$ cat config.mk
export PLATFORM = sky130hd
export DESIGN_NAME = hex_framed_eth_ipv4_icmp_header_parser_top
export DESIGN_NICKNAME = d
export VERILOG_FILES = /design/src/heip_pkg.sv /design/src/hex_framed_eth_ipv4_icmp_header_parser_top.sv /design/src/heip_in_stage.sv /design/src/heip_parser.sv /design/src/heip_out_stage.sv
export SDC_FILE = /design/constraint.sdc
export NUM_CORES = 1
export LEC_CHECK = 0
export BUFFER_PORTS_ARGS = -buffer_cell sky130_fd_sc_hd__buf_2
export CAP_MARGIN = 20
export CORE_UTILIZATION = 54
export CTS_CLUSTER_SIZE = 8
export DETAILED_ROUTE_END_ITERATION = 8
export PLACE_DENSITY = 0.75
export SETUP_SLACK_MARGIN = 0.05
export SLEW_MARGIN = 30
export SYNTH_ARGS = -nofsm -noshare
export SYNTH_HDL_FRONTEND = slang
export SYNTH_SLANG_ARGS = --single-unit
$ cat constraint.sdc
create_clock -name clk_i -period 6.7 [get_ports clk_i]
set_input_delay 1.34 -clock clk_i [delete_from_list [all_inputs] [get_ports clk_i]]
set_output_delay 1.34 -clock clk_i [all_outputs]
set_load 0.05 [all_outputs]
$ cat src/heip_pkg.sv
// Shared types, constants and helpers for the hex-framed Ethernet/IPv4/ICMP header parser.
package heip_pkg;

  localparam int unsigned CfgIdxW  = 2;
  localparam int unsigned CfgDataW = 16;
  localparam int unsigned OutDataW = 232;

  localparam logic [CfgIdxW-1:0] CFG_TERMINATOR = 2'd0;
  localparam logic [CfgIdxW-1:0] CFG_ETHERTYPE  = 2'd1;
  localparam logic [CfgIdxW-1:0] CFG_ICMP_PROTO = 2'd2;

  localparam logic [7:0]  TERM_RESET      = 8'd37;
  localparam logic [15:0] ETHERTYPE_RESET = 16'h0800;
  localparam logic [7:0]  ICMP_PROTO_RESET = 8'd1;

  localparam logic [7:0] CHARS_MAX  = 8'd255;
  localparam logic [6:0] BYTE_LIMIT = 7'd80;
  localparam logic [6:0] ETH_HDR_BYTES = 7'd14;
  localparam logic [6:0] IP_MIN_END   = 7'd34;
  localparam logic [6:0] ICMP_HDR_BYTES = 7'd4;

  typedef enum logic [3:0] {
    ST_SHORT       = 4'd0,
    ST_NO_TERM     = 4'd1,
    ST_ODD         = 4'd2,
    ST_BAD_HEX     = 4'd3,
    ST_ETH_SHORT   = 4'd4,
    ST_NOT_IPV4    = 4'd5,
    ST_IP_SHORT    = 4'd6,
    ST_IHL_SHORT   = 4'd7,
    ST_NON_ICMP_OK = 4'd8,
    ST_ICMP_SHORT  = 4'd9,
    ST_ICMP_OK     = 4'd10
  } status_e;

  typedef struct packed {
    logic [7:0]  terminator_char;
    logic [15:0] accepted_ethertype;
    logic [7:0]  icmp_protocol_number;
  } heip_cfg_t;

  typedef struct packed {
    status_e     status;
    logic [47:0] dst_mac;
    logic [47:0] src_mac;
    logic [15:0] ether_type;
    logic [3:0]  ip_version;
    logic [5:0]  ip_header_bytes;
    logic [7:0]  ip_protocol;
    logic [31:0] src_ip;
    logic [31:0] dst_ip;
    logic [7:0]  icmp_type;
    logic [7:0]  icmp_code;
    logic [15:0] icmp_checksum;
  } heip_result_t;

  typedef struct packed {
    logic       ok;
    logic [3:0] value;
  } nibble_t;

  function automatic nibble_t hex_decode(input logic [7:0] c);
    nibble_t r;
    r.ok    = 1'b1;
    r.value = 4'd0;
    if (c >= 8'h30 && c <= 8'h39) begin
      r.value = 4'(c - 8'h30);
    end else if (c >= 8'h61 && c <= 8'h66) begin
      r.value = 4'(c - 8'h57);
    end else if (c >= 8'h41 && c <= 8'h46) begin
      r.value = 4'(c - 8'h37);
    end else begin
      r.ok = 1'b0;
    end
    return r;
  endfunction

endpackage

$ cat src/hex_framed_eth_ipv4_icmp_header_parser_top.sv
// Top level of the hex-framed Ethernet/IPv4/ICMP header parser.
//
//  channel   | direction | handshake                    | payload
//  ----------+-----------+------------------------------+-------------------------------
//  s_axis    | in        | s_axis_tvalid/s_axis_tready  | tdata char_in, tlast frame_end
//  m_axis    | out       | m_axis_tvalid/m_axis_tready  | tuser status, tdata header fields
//  cfg       | in        | cfg_valid_i/cfg_ready_o      | cfg_index_i, cfg_data_i
//
// One word per cycle is accepted unless a stalled result blocks the held terminator word;
// a result is valid in the cycle after its terminator word is taken, via the result register.
// Reset clears frame state, valid flags and restores the register defaults.
// A stalled result holds the next terminator word in the input register, which stalls the input.
module hex_framed_eth_ipv4_icmp_header_parser_top import heip_pkg::*; (
  input  logic                clk_i,
  input  logic                rst_ni,
  input  logic                s_axis_tvalid,
  output logic                s_axis_tready,
  input  logic [7:0]          s_axis_tdata,  // [7:0] char_in
  input  logic                s_axis_tlast,
  output logic                m_axis_tvalid,
  input  logic                m_axis_tready,
  // [47:0] dst_mac, [95:48] src_mac, [111:96] ether_type, [115:112] ip_version,
  // [121:116] ip_header_bytes, [129:122] ip_protocol, [161:130] src_ip,
  // [193:162] dst_ip, [201:194] icmp_type, [209:202] icmp_code,
  // [225:210] icmp_checksum, [231:226] zero
  output logic [OutDataW-1:0] m_axis_tdata,
  output logic [3:0]          m_axis_tuser,  // [3:0] status
  input  logic                cfg_valid_i,
  output logic                cfg_ready_o,
  input  logic [CfgIdxW-1:0]  cfg_index_i,
  input  logic [CfgDataW-1:0] cfg_data_i
);

  heip_cfg_t    cfg_q, cfg_d;
  logic         in_valid;
  logic [7:0]   in_char;
  logic         in_last;
  logic         take;
  logic         res_valid;
  logic         out_free;
  heip_result_t res;
  heip_result_t out_res;

  assign cfg_ready_o = 1'b1;

  always_comb begin
    cfg_d = cfg_q;
    if (cfg_valid_i) begin
      unique case (cfg_index_i)
        CFG_TERMINATOR: cfg_d.terminator_char      = cfg_data_i[7:0];
        CFG_ETHERTYPE:  cfg_d.accepted_ethertype   = cfg_data_i;
        CFG_ICMP_PROTO: cfg_d.icmp_protocol_number = cfg_data_i[7:0];
        default:        cfg_d = cfg_q;
      endcase
    end
  end

  always_ff @(posedge clk_i or negedge rst_ni) begin
    if (!rst_ni) begin
      cfg_q.terminator_char      <= TERM_RESET;
      cfg_q.accepted_ethertype   <= ETHERTYPE_RESET;
      cfg_q.icmp_protocol_number <= ICMP_PROTO_RESET;
    end else begin
      cfg_q <= cfg_d;
    end
  end

  heip_in_stage u_in_stage (
    .clk_i     (clk_i),
    .rst_ni    (rst_ni),
    .s_valid_i (s_axis_tvalid),
    .s_ready_o (s_axis_tready),
    .s_char_i  (s_axis_tdata),
    .s_last_i  (s_axis_tlast),
    .take_i    (take),
    .valid_o   (in_valid),
    .char_o    (in_char),
    .last_o    (in_last)
  );

  heip_parser u_parser (
    .clk_i       (clk_i),
    .rst_ni      (rst_ni),
    .cfg_i       (cfg_q),
    .valid_i     (in_valid),
    .char_i      (in_char),
    .last_i      (in_last),
    .out_free_i  (out_free),
    .take_o      (take),
    .res_valid_o (res_valid),
    .res_o       (res)
  );

  heip_out_stage u_out_stage (
    .clk_i     (clk_i),
    .rst_ni    (rst_ni),
    .load_i    (res_valid),
    .res_i     (res),
    .free_o    (out_free),
    .m_valid_o (m_axis_tvalid),
    .m_ready_i (m_axis_tready),
    .res_o     (out_res)
  );

  assign m_axis_tuser = out_res.status;
  assign m_axis_tdata = {6'd0,
                         out_res.icmp_checksum,
                         out_res.icmp_code,
                         out_res.icmp_type,
                         out_res.dst_ip,
                         out_res.src_ip,
                         out_res.ip_protocol,
                         out_res.ip_header_bytes,
                         out_res.ip_version,
                         out_res.ether_type,
                         out_res.src_mac,
                         out_res.dst_mac};

endmodule

$ cat src/heip_in_stage.sv
// Input register for received characters, loaded when empty or when the parser takes the held word.
module heip_in_stage import heip_pkg::*; (
  input  logic       clk_i,
  input  logic       rst_ni,
  input  logic       s_valid_i,
  output logic       s_ready_o,
  input  logic [7:0] s_char_i,
  input  logic       s_last_i,
  input  logic       take_i,
  output logic       valid_o,
  output logic [7:0] char_o,
  output logic       last_o
);

  logic       valid_q, valid_d;
  logic [7:0] char_q;
  logic       last_q;
  logic       load;

  assign s_ready_o = !valid_q || take_i;
  assign load      = s_valid_i && s_ready_o;

  always_comb begin
    valid_d = valid_q;
    if (load) begin
      valid_d = 1'b1;
    end else if (take_i) begin
      valid_d = 1'b0;
    end
  end

  always_ff @(posedge clk_i or negedge rst_ni) begin
    if (!rst_ni) begin
      valid_q <= 1'b0;
    end else begin
      valid_q <= valid_d;
    end
  end

  always_ff @(posedge clk_i) begin
    if (load) begin
      char_q <= s_char_i;
      last_q <= s_last_i;
    end
  end

  assign valid_o = valid_q;
  assign char_o  = char_q;
  assign last_o  = last_q;

endmodule

$ cat src/heip_parser.sv
// Frame state, hex decode, header field capture and status evaluation.
module heip_parser import heip_pkg::*; (
  input  logic         clk_i,
  input  logic         rst_ni,
  input  heip_cfg_t    cfg_i,
  input  logic         valid_i,
  input  logic [7:0]   char_i,
  input  logic         last_i,
  input  logic         out_free_i,
  output logic         take_o,
  output logic         res_valid_o,
  output heip_result_t res_o
);

  logic [7:0]  chars_seen_q, chars_seen_d;
  logic        parity_q, parity_d;
  logic [3:0]  pending_q, pending_d;
  logic        bad_hex_q, bad_hex_d;
  logic [47:0] dst_mac_q, dst_mac_d;
  logic [47:0] src_mac_q, src_mac_d;
  logic [15:0] ether_type_q, ether_type_d;
  logic [7:0]  ver_ihl_q, ver_ihl_d;
  logic [7:0]  protocol_q, protocol_d;
  logic [31:0] src_ip_q, src_ip_d;
  logic [31:0] dst_ip_q, dst_ip_d;
  logic [31:0] icmp_word_q, icmp_word_d;

  nibble_t     nib;
  logic [3:0]  nval;
  logic [7:0]  byte_val;
  logic [6:0]  byte_idx;
  logic        capture;
  logic [3:0]  ihl_src;
  logic [6:0]  icmp_off;
  logic [7:0]  len;
  logic [6:0]  blen;
  logic [5:0]  hb;
  status_e     status;

  assign take_o      = valid_i && (!last_i || out_free_i);
  assign res_valid_o = take_o && last_i;

  assign nib      = hex_decode(char_i);
  assign nval     = nib.ok ? nib.value : 4'd0;
  assign byte_val = {pending_q, nval};
  assign byte_idx = chars_seen_q[7:1] - 7'd1;
  assign capture  = (chars_seen_q != 8'd0) && !parity_q && (chars_seen_q != CHARS_MAX)
                    && (byte_idx < BYTE_LIMIT);
  assign ihl_src  = (byte_idx == ETH_HDR_BYTES) ? byte_val[3:0] : ver_ihl_q[3:0];
  assign icmp_off = ETH_HDR_BYTES + {1'b0, ihl_src, 2'b00};

  always_comb begin
    chars_seen_d = chars_seen_q;
    parity_d     = parity_q;
    pending_d    = pending_q;
    bad_hex_d    = bad_hex_q;
    dst_mac_d    = dst_mac_q;
    src_mac_d    = src_mac_q;
    ether_type_d = ether_type_q;
    ver_ihl_d    = ver_ihl_q;
    protocol_d   = protocol_q;
    src_ip_d     = src_ip_q;
    dst_ip_d     = dst_ip_q;
    icmp_word_d  = icmp_word_q;
    if (take_o) begin
      if (last_i) begin
        chars_seen_d = 8'd0;
        parity_d     = 1'b0;
        pending_d    = 4'd0;
        bad_hex_d    = 1'b0;
        dst_mac_d    = '0;
        src_mac_d    = '0;
        ether_type_d = '0;
        ver_ihl_d    = '0;
        protocol_d   = '0;
        src_ip_d     = '0;
        dst_ip_d     = '0;
        icmp_word_d  = '0;
      end else begin
        if (chars_seen_q != 8'd0) begin
          if (!nib.ok) begin
            bad_hex_d = 1'b1;
          end
          if (parity_q) begin
            pending_d = nval;
          end else if (capture) begin
            if (byte_idx < 7'd6) begin
              dst_mac_d = {dst_mac_q[39:0], byte_val};
            end else if (byte_idx < 7'd12) begin
              src_mac_d = {src_mac_q[39:0], byte_val};
            end else if (byte_idx < ETH_HDR_BYTES) begin
              ether_type_d = {ether_type_q[7:0], byte_val};
            end else if (byte_idx == ETH_HDR_BYTES) begin
              ver_ihl_d = byte_val;
            end else if (byte_idx == 7'd23) begin
              protocol_d = byte_val;
            end else if (byte_idx >= 7'd26 && byte_idx < 7'd30) begin
              src_ip_d = {src_ip_q[23:0], byte_val};
            end else if (byte_idx >= 7'd30 && byte_idx < IP_MIN_END) begin
              dst_ip_d = {dst_ip_q[23:0], byte_val};
            end
            if (byte_idx >= ETH_HDR_BYTES && byte_idx >= icmp_off
                && byte_idx < icmp_off + ICMP_HDR_BYTES) begin
              icmp_word_d = {icmp_word_q[23:0], byte_val};
            end
          end
        end
        if (chars_seen_q != CHARS_MAX) begin
          chars_seen_d = chars_seen_q + 8'd1;
        end
        parity_d = !parity_q;
      end
    end
  end

  assign len  = (chars_seen_q == CHARS_MAX) ? CHARS_MAX : chars_seen_q + 8'd1;
  assign blen = 7'((len - 8'd2) >> 1);
  assign hb   = {ver_ihl_q[3:0], 2'b00};

  always_comb begin
    if (len < 8'd4) begin
      status = ST_SHORT;
    end else if (char_i != cfg_i.terminator_char) begin
      status = ST_NO_TERM;
    end else if (!parity_q) begin
      status = ST_ODD;
    end else if (bad_hex_q) begin
      status = ST_BAD_HEX;
    end else if (blen < ETH_HDR_BYTES) begin
      status = ST_ETH_SHORT;
    end else if (ether_type_q != cfg_i.accepted_ethertype) begin
      status = ST_NOT_IPV4;
    end else if (blen < IP_MIN_END) begin
      status = ST_IP_SHORT;
    end else if (blen < ETH_HDR_BYTES + {1'b0, hb}) begin
      status = ST_IHL_SHORT;
    end else if (protocol_q != cfg_i.icmp_protocol_number) begin
      status = ST_NON_ICMP_OK;
    end else if (blen < ETH_HDR_BYTES + ICMP_HDR_BYTES + {1'b0, hb}) begin
      status = ST_ICMP_SHORT;
    end else begin
      status = ST_ICMP_OK;
    end
  end

  always_comb begin
    res_o        = '0;
    res_o.status = status;
    if (status >= ST_NOT_IPV4) begin
      res_o.dst_mac    = dst_mac_q;
      res_o.src_mac    = src_mac_q;
      res_o.ether_type = ether_type_q;
    end
    if (status >= ST_NON_ICMP_OK) begin
      res_o.ip_version      = ver_ihl_q[7:4];
      res_o.ip_header_bytes = hb;
      res_o.ip_protocol     = protocol_q;
      res_o.src_ip          = src_ip_q;
      res_o.dst_ip          = dst_ip_q;
    end
    if (status == ST_ICMP_OK) begin
      res_o.icmp_type     = icmp_word_q[31:24];
      res_o.icmp_code     = icmp_word_q[23:16];
      res_o.icmp_checksum = icmp_word_q[15:0];
    end
  end

  always_ff @(posedge clk_i or negedge rst_ni) begin
    if (!rst_ni) begin
      chars_seen_q <= 8'd0;
      parity_q     <= 1'b0;
      pending_q    <= 4'd0;
      bad_hex_q    <= 1'b0;
      dst_mac_q    <= '0;
      src_mac_q    <= '0;
      ether_type_q <= '0;
      ver_ihl_q    <= '0;
      protocol_q   <= '0;
      src_ip_q     <= '0;
      dst_ip_q     <= '0;
      icmp_word_q  <= '0;
    end else begin
      chars_seen_q <= chars_seen_d;
      parity_q     <= parity_d;
      pending_q    <= pending_d;
      bad_hex_q    <= bad_hex_d;
      dst_mac_q    <= dst_mac_d;
      src_mac_q    <= src_mac_d;
      ether_type_q <= ether_type_d;
      ver_ihl_q    <= ver_ihl_d;
      protocol_q   <= protocol_d;
      src_ip_q     <= src_ip_d;
      dst_ip_q     <= dst_ip_d;
      icmp_word_q  <= icmp_word_d;
    end
  end

endmodule

$ cat src/heip_out_stage.sv
// Result register holding one frame result until the downstream side takes it.
module heip_out_stage import heip_pkg::*; (
  input  logic         clk_i,
  input  logic         rst_ni,
  input  logic         load_i,
  input  heip_result_t res_i,
  output logic         free_o,
  output logic         m_valid_o,
  input  logic         m_ready_i,
  output heip_result_t res_o
);

  logic         valid_q, valid_d;
  heip_result_t res_q;

  assign free_o = !valid_q || m_ready_i;

  always_comb begin
    valid_d = valid_q;
    if (load_i) begin
      valid_d = 1'b1;
    end else if (m_ready_i) begin
      valid_d = 1'b0;
    end
  end

  always_ff @(posedge clk_i or negedge rst_ni) begin
    if (!rst_ni) begin
      valid_q <= 1'b0;
    end else begin
      valid_q <= valid_d;
    end
  end

  always_ff @(posedge clk_i) begin
    if (load_i) begin
      res_q <= res_i;
    end
  end

  assign m_valid_o = valid_q;
  assign res_o     = res_q;

endmodule
==> results.cfg, run 1 <==
[placement]
pre_cts_slack_ns = 1.30
dp_hpwl_mm = 31.0
io_buffer_count = 261
gp_congestion = 0.864

[synthesis]
yosysSeqAreaShare = 0.637
async_flop_share = 0.534
synth_ff_type = dfrtp_1
synth_edf_count = 237
yosysUniqueCellTypes = 74
synthTopCellsByArea = edfxtp_1, dfrtp_1, and2_1
synthCells = 1738
netlist_area_mm2 = 0.0219
synth_seq_cells = 509
synth.avg_cell_area_um2 = 12.6
synth_top_area_frac = 0.325
synth_top_area_cell = edfxtp_1
yosys_warnings = 0

[worst_setup_path]
crit_required_ns = 7.21
start_kind = register
arrival_ns = 6.07
cp_cell_sequence = inv_1 -> ha_1 -> o21bai_1 -> a211oi_1 -> nor3_4 -> nor3_4 -> nor2_1 -> a21oi_1 -> inv_1 -> ha_1 -> xnor2_1 -> nor3_2 -> xor2_1 -> ha_1 -> a21oi_1 -> nor2b_1 -> a2111oi_4 -> buf_4 -> nor2b_2 -> buf_4 -> a221o_1
cp-end-kind = register
path_max_fanout = 33
max_stage_delay_ns = 0.62
critPathKind = reg -> reg
crit_top_cell = ha_1
slowest_stage = dfrtp_1
reg2reg_slack_ns = 1.14

[floorplanning]
start_util = 0.549
die_y_um = 203
die-area_mm2 = 0.0413
num_io_pins = 271
die_w_um = 203
fp-row-count = 73
core_area_mm2 = 0.0398

[route]
via_per_inst = 5.51
wl_per_cell_um = 19.4
route.detailed.drc = 0
vias = 14200
drt-initial-drc-count = 1007
drt_wl_total_mm = 49.9
drtAntennaViolNets = 0
drtPass1Iterations = 5

[global_routing]
grt_overflow_total = 0
grt_pass1_vias = 14000
grt_first_pass_wirelength_mm = 78.1
track_usage = 0.244
grt_max_degree = 182
antenna_found_initial = 1

[sta]
fmax_ghz = 0.180
holdWs_ns = 0.467
drv_slew = 0
fin_tns_setup_ns = 0
timing.slew.headroom = 0.350
setup_ws_ns = 1.14
worst_pin_slew_ns = 0.971
hold_viol = 0
finalCritPeriodShare = 0.830
grt_setup_unrepaired = false
skew_ns = 0.0172
fin_crit_ns = 5.56
setup_violations = 0

[clock_network]
post_cts_resized = 0
h-tree-depth = 3
insertion_delay_ns = 0.59
post_cts_buffers = 0
ctsHoldBuffers = 0
cts_buffers = 73
cts_tree = yes
cts.path.max_buffers = 3
clk_pin_slew_ns = 0.05
cts_root_buf = clkbuf_16
cts.sink_count = 509

[power]
p_leak_uw = 0.0110
pwr_density_cell_mw_per_mm2 = 333
max-vdd-ir-drop_uv = 227

[final_layout]
n_antenna_cell = 0
layout.cells.most_common_list = dfrtp_1, buf_2, edfxtp_1
syn_to_final_growth_pct = 17.9
multiInputGateArea_mm2 = 0.00745
final_common_cell = dfrtp_1
nets = 2052
regArea_mm2 = 0.0139
fillers = 3006
drive_gt1_frac = 0.231

[run]
timing.max_cap.violations = 0

[outcome]
status = finished clean

[worst_hold_path]
hp-class = reg -> reg
==> cell type report <==
type / instances / share of cell area
sequential: 509 / 0.540
multi-input combinational: 1098 / 0.289
clock buffer: 124 / 0.0786
timing repair buffer: 282 / 0.0602
tap: 525 / 0.0255
inverter: 23 / 0.00349
clock inverter: 6 / 0.00306
==> sequential cells by signal, indices dropped and copies added, names as in the netlist <==
signal                 count
u_in_stage.char_o          8
u_parser.dst_ip_q         32
u_parser.bad_hex_q         1
u_parser.ver_ihl_q         8
u_in_stage.valid_o         1
u_parser.protocol_q        8
u_parser.chars_seen_q      8
u_parser.pending_q         4
u_parser.icmp_word_q      32
u_parser.ether_type_q     16
u_parser.dst_mac_q        48
cfg_q                     32
u_in_stage.last_o          1
u_out_stage.res_o        228
u_parser.src_ip_q         32
u_out_stage.m_valid_o      1
u_parser.parity_q          1
u_parser.src_mac_q        48
==> final timing paths <==
check	from	endpoint	cells past startpoint
worst max-delay path	u_parser.chars_seen_q[2]	u_parser.icmp_word_q[24]	21
worst min-delay path	u_parser.src_ip_q[27]	u_parser.src_ip_q[27]	2
worst max register to register	u_parser.chars_seen_q[2]	u_parser.icmp_word_q[24]	21
worst min register to register	u_parser.src_ip_q[27]	u_parser.src_ip_q[27]	2
max in group asynchronous	rst_ni	u_parser.src_mac_q[11]	2
min in group asynchronous	rst_ni	u_parser.dst_ip_q[25]	1
==> metal layers <==
| metal | GRT usage | routed length [um] | up-vias |
|---|---|---|---|
| met2 | 0.395 | 24500 | 427 |
| met5 | 0 | 0 | - |
| li1 | - | - | 6648 |
| met4 | 0.0889 | 1410 | 0 |
| met3 | 0.0481 | 2750 | 94 |
| met1 | 0.329 | 21200 | 6986 |
==> per-stage QoR <==
stage                util  instances  power, uW  area (um^2)
floorplan               -       1745       4880        21900
global placement    0.591       2432       5200        23600
detailed placement  0.593       2435       5260        23600
CTS                 0.646       2565       8660        25700
global route        0.648       2567       8980        25800
finish              0.648       2567       8600        25800
==> synthesized netlist by cell type (all sizes together), types with 6 or more instances <==
library cell and instances:
mux2 63, edfxtp 237, o21ai 139, dfrtp 267, and3 38, and2 194
a22oi 31, buf 46, o21a 6, nor4 11, xnor2 25, nand4 7
a22o 53, nor3b 12, nand4b 6, nand3 8, a21o 6, nor2b 57
inv 23, ha 33, a21oi 17, a221o 31, xor2 28, nor2 34
nor3 19, nand2b 54, clkbuf 69, nand2 165
==> logic make-up after synthesis <==
kind of cell,Yosys count,synth area share
xor+xnor,53,0.0216
mux,67,0.0343
other cells,2,0.000343
fa+ha+maj,33,0.0189
buf+inv,138,0.0281
simple gates,623,0.161
flops,509,0.637
compound gates,313,0.0990
==> critical path: cells and delay by family, from the launching register on <==
kind                       cells  cell delay (ns)
adders and majority gates      3             0.79
AOI/OAI and AO/OA              6             1.67
buffers and inverters          4             0.93
DFF                            1             0.62
xor gates and xnor gates       2             0.49
and+or+nand+nor                6             0.96
==> power by group <==
group,internal [uW],switching [uW],total [uW]
clock network,2050,1330,3380
registers,3580,250,3830
logic,527,857,1380
Note: power is estimated with default switching activity, not from simulation.
==> inputs of run 2 (changes only) <==
--- a/config.mk
+++ b/config.mk
@@ -7,10 +7,10 @@
 export LEC_CHECK = 0
 export BUFFER_PORTS_ARGS = -buffer_cell sky130_fd_sc_hd__buf_2
 export CAP_MARGIN = 20
-export CORE_UTILIZATION = 54
+export CORE_UTILIZATION = 53
 export CTS_CLUSTER_SIZE = 8
 export DETAILED_ROUTE_END_ITERATION = 8
-export PLACE_DENSITY = 0.75
+export PLACE_DENSITY = 0.77
 export SETUP_SLACK_MARGIN = 0.05
 export SLEW_MARGIN = 30
 export SYNTH_ARGS = -nofsm -noshare
==> constraint.sdc (replaced) <==
create_clock -name clk_i -period 5 [get_ports clk_i]
set_input_delay 1 -clock clk_i [delete_from_list [all_inputs] [get_ports clk_i]]
set_output_delay 1 -clock clk_i [all_outputs]
set_load 0.05 [all_outputs]
==> run 2 against run 1 <==
  * Utilization shrank 0.72 points
  * Flip-flop and latch count is the same
  * Cell count grew 1.4%
  * Sequential share of layout area shrank 0.62 points
  * Total power grew 35%
  * Combinational power grew 40%
  * Worst setup slack lost 0.82 ns
  * Register-to-register slack lost 0.82 ns
  * Critical path depth shrank 3
==> results.cfg, run 2 (synthesis results as in run 1) <==
[worst_setup_path]
critPathKind = reg -> reg
start_kind = register
cp-end-kind = register
slowest_stage = a2111oi_4
path_max_fanout = 32
crit_required_ns = 5.44
crit_top_cell = ha_1
arrival_ns = 5.11
max_stage_delay_ns = 0.49
cp_cell_sequence = inv_1 -> ha_1 -> o21bai_1 -> a2111oi_4 -> mux2i_1 -> a21oi_2 -> inv_1 -> ha_1 -> xnor2_2 -> nor3_2 -> xor2_1 -> ha_1 -> a21oi_1 -> nor2b_1 -> a2111oi_4 -> buf_6 -> nor3b_1 -> a221o_1

[run]
timing.max_cap.violations = 0

[power]
p_leak_uw = 0.0111
pwr_density_cell_mw_per_mm2 = 446
pwr-share-comb = 0.166
max-vdd-ir-drop_uv = 390
pwr-share-clk = 0.393
swShare = 0.281
seq_power_share = 0.441
p_total_uw = 11600
p_switching_uw = 3270
cellInternalPower_uw = 8370

[sta]
hold_viol = 0
setup_violations = 0
finalCritPeriodShare = 0.935
skew_ns = 0.0236
timing.slew.headroom = 0.344
fin_crit_ns = 4.67
drv_slew = 0
grt_setup_unrepaired = false
fmax_ghz = 0.214
worst_pin_slew_ns = 0.981

[floorplanning]
num_io_pins = 271
die_y_um = 205
core_area_mm2 = 0.0407
die_w_um = 205
start_util = 0.537
fp-row-count = 74
die-area_mm2 = 0.0421

[worst_hold_path]
hp-class = in -> async

[clock_network]
h-tree-depth = 3
cts.sink_count = 509
cts_buffers = 73
clk_pin_slew_ns = 0.05
cts_root_buf = clkbuf_16
cts_tree = yes
cts.path.max_buffers = 3
insertion_delay_ns = 0.59

[route]
drt-initial-drc-count = 993
route.detailed.drc = 0
vias = 14400
highest_layer = met4
drt_wl_total_mm = 51.2
wl_per_cell_um = 19.7
wl_met2_mm = 24.7
drtAntennaViolNets = 0
wl_met1_mm = 22.4
via_per_inst = 5.54
drtPass1Iterations = 8
met3_length_mm = 2.53

[global_routing]
grt_max_degree = 113
grt_overflow_total = 0
antenna_found_initial = 1
grt_first_pass_wirelength_mm = 80.2
grt_pass1_vias = 14400
track_usage = 0.247

[outcome]
status = finished clean

[placement]
dp_hpwl_mm = 33.1
io_buffer_count = 261
dp_cells = 2462
gp_congestion = 0.875

[final_layout]
largest_reg_flops = 228
syn_to_final_growth_pct = 19.3
layout.cells.most_common_list = dfrtp_1, buf_2, edfxtp_1
final_cells = 2602
final_common_cell = dfrtp_1
drive_gt1_frac = 0.240
nets = 2076
==> run 2: changes by cell type in the layout (fill, tap and decap cells not counted), moves of 2 or more <==
cell / change
clkbuf_1: +2
buf_8: -2
clkbuf_16: +2
buf_4: +20
nor2_1: +2
buf_12: +7
==> run 2: area by class of cell <==
| class | count | area (um^2) |
|---|---|---|
| multi-input combinational | 1098 | 7460 |
| clock buffer | 128 | 2090 |
| timing repair buffer | 306 | 1790 |
| inverter | 23 | 90.1 |
| fill | 3064 | 14600 |
| sequential | 509 | 13900 |
| antenna | 1 | 2.50 |
| tap | 532 | 666 |
| clock inverter | 5 | 70.1 |
==> run 2: power by group through the flow <==
| stage | Combinational [uW] | Clock (uW) | Sequential [uW] |
|---|---|---|---|
| final | 1930 | 4580 | 5140 |
| after global routing | 2120 | 4830 | 5180 |
| after CTS | 1910 | 4650 | 5130 |
| after detailed placement | 1900 | 0 | 5200 |
| after global placement | 1830 | 0 | 5180 |
| after floorplan | 1180 | 0 | 5350 |
==> run 2: stage by stage <==
step	setup slack (ns)	instance area, um^2	utilization	TNS (ns)	hold WS [ns]
6_report	0.325	26100	0.640	0	0.427
4_1_cts	0.101	26000	0.638	0	0.466
5_1_grt	0.0881	26100	0.640	0	0.498
3_5_place_dp	0.147	23800	0.585	0	0.463
2_1_floorplan	-0.379	21900	-	-86.43	0.442
3_3_place_gp	0.387	23800	0.585	0	0.455
==> run 2: path summary, 6_finish.rpt <==
check                                           start                       end  slack [ns]  cells past startpoint
worst max-delay path             u_in_stage.char_o[0]  u_parser.icmp_word_q[31]        0.33                     18
worst min-delay path                           rst_ni     u_parser.src_ip_q[28]        0.43                      1
worst max register to register   u_in_stage.char_o[0]  u_parser.icmp_word_q[31]        0.33                     18
worst min register to register  u_parser.src_ip_q[30]     u_parser.src_ip_q[30]        0.48                      2
max in group asynchronous                      rst_ni     u_parser.dst_ip_q[30]        3.51                      2
min in group clk_i              u_parser.src_ip_q[30]     u_parser.src_ip_q[30]        0.48                      2
==> run 2: timing repair <==
item,CTS,global route
resized for setup,0,5
setup buffers,0,4
endpoints found under the hold margin,0,0
hold buffers,0,0
setup endpoints to repair,0,32
==> run 2: worst max-delay path: cells and delay by family, from the launching register on <==
family,cells,cell delay (ns)
buffers and inverters,3,0.59
adder cells (fa/ha/maj),3,0.69
AO/OA/AOI/OAI,6,1.68
flip-flops,1,0.48
multiplexers,1,0.31
AND/OR/NAND/NOR,3,0.38
XOR/XNOR,2,0.38
==> run 2: routing by layer <==
metal / GRT usage / vias to the layer above
li1: - / 6731
met1: 0.337 / 7145
met2: 0.396 / 443
met3: 0.0441 / 106
met4: 0.0955 / 0
met5: 0 / -
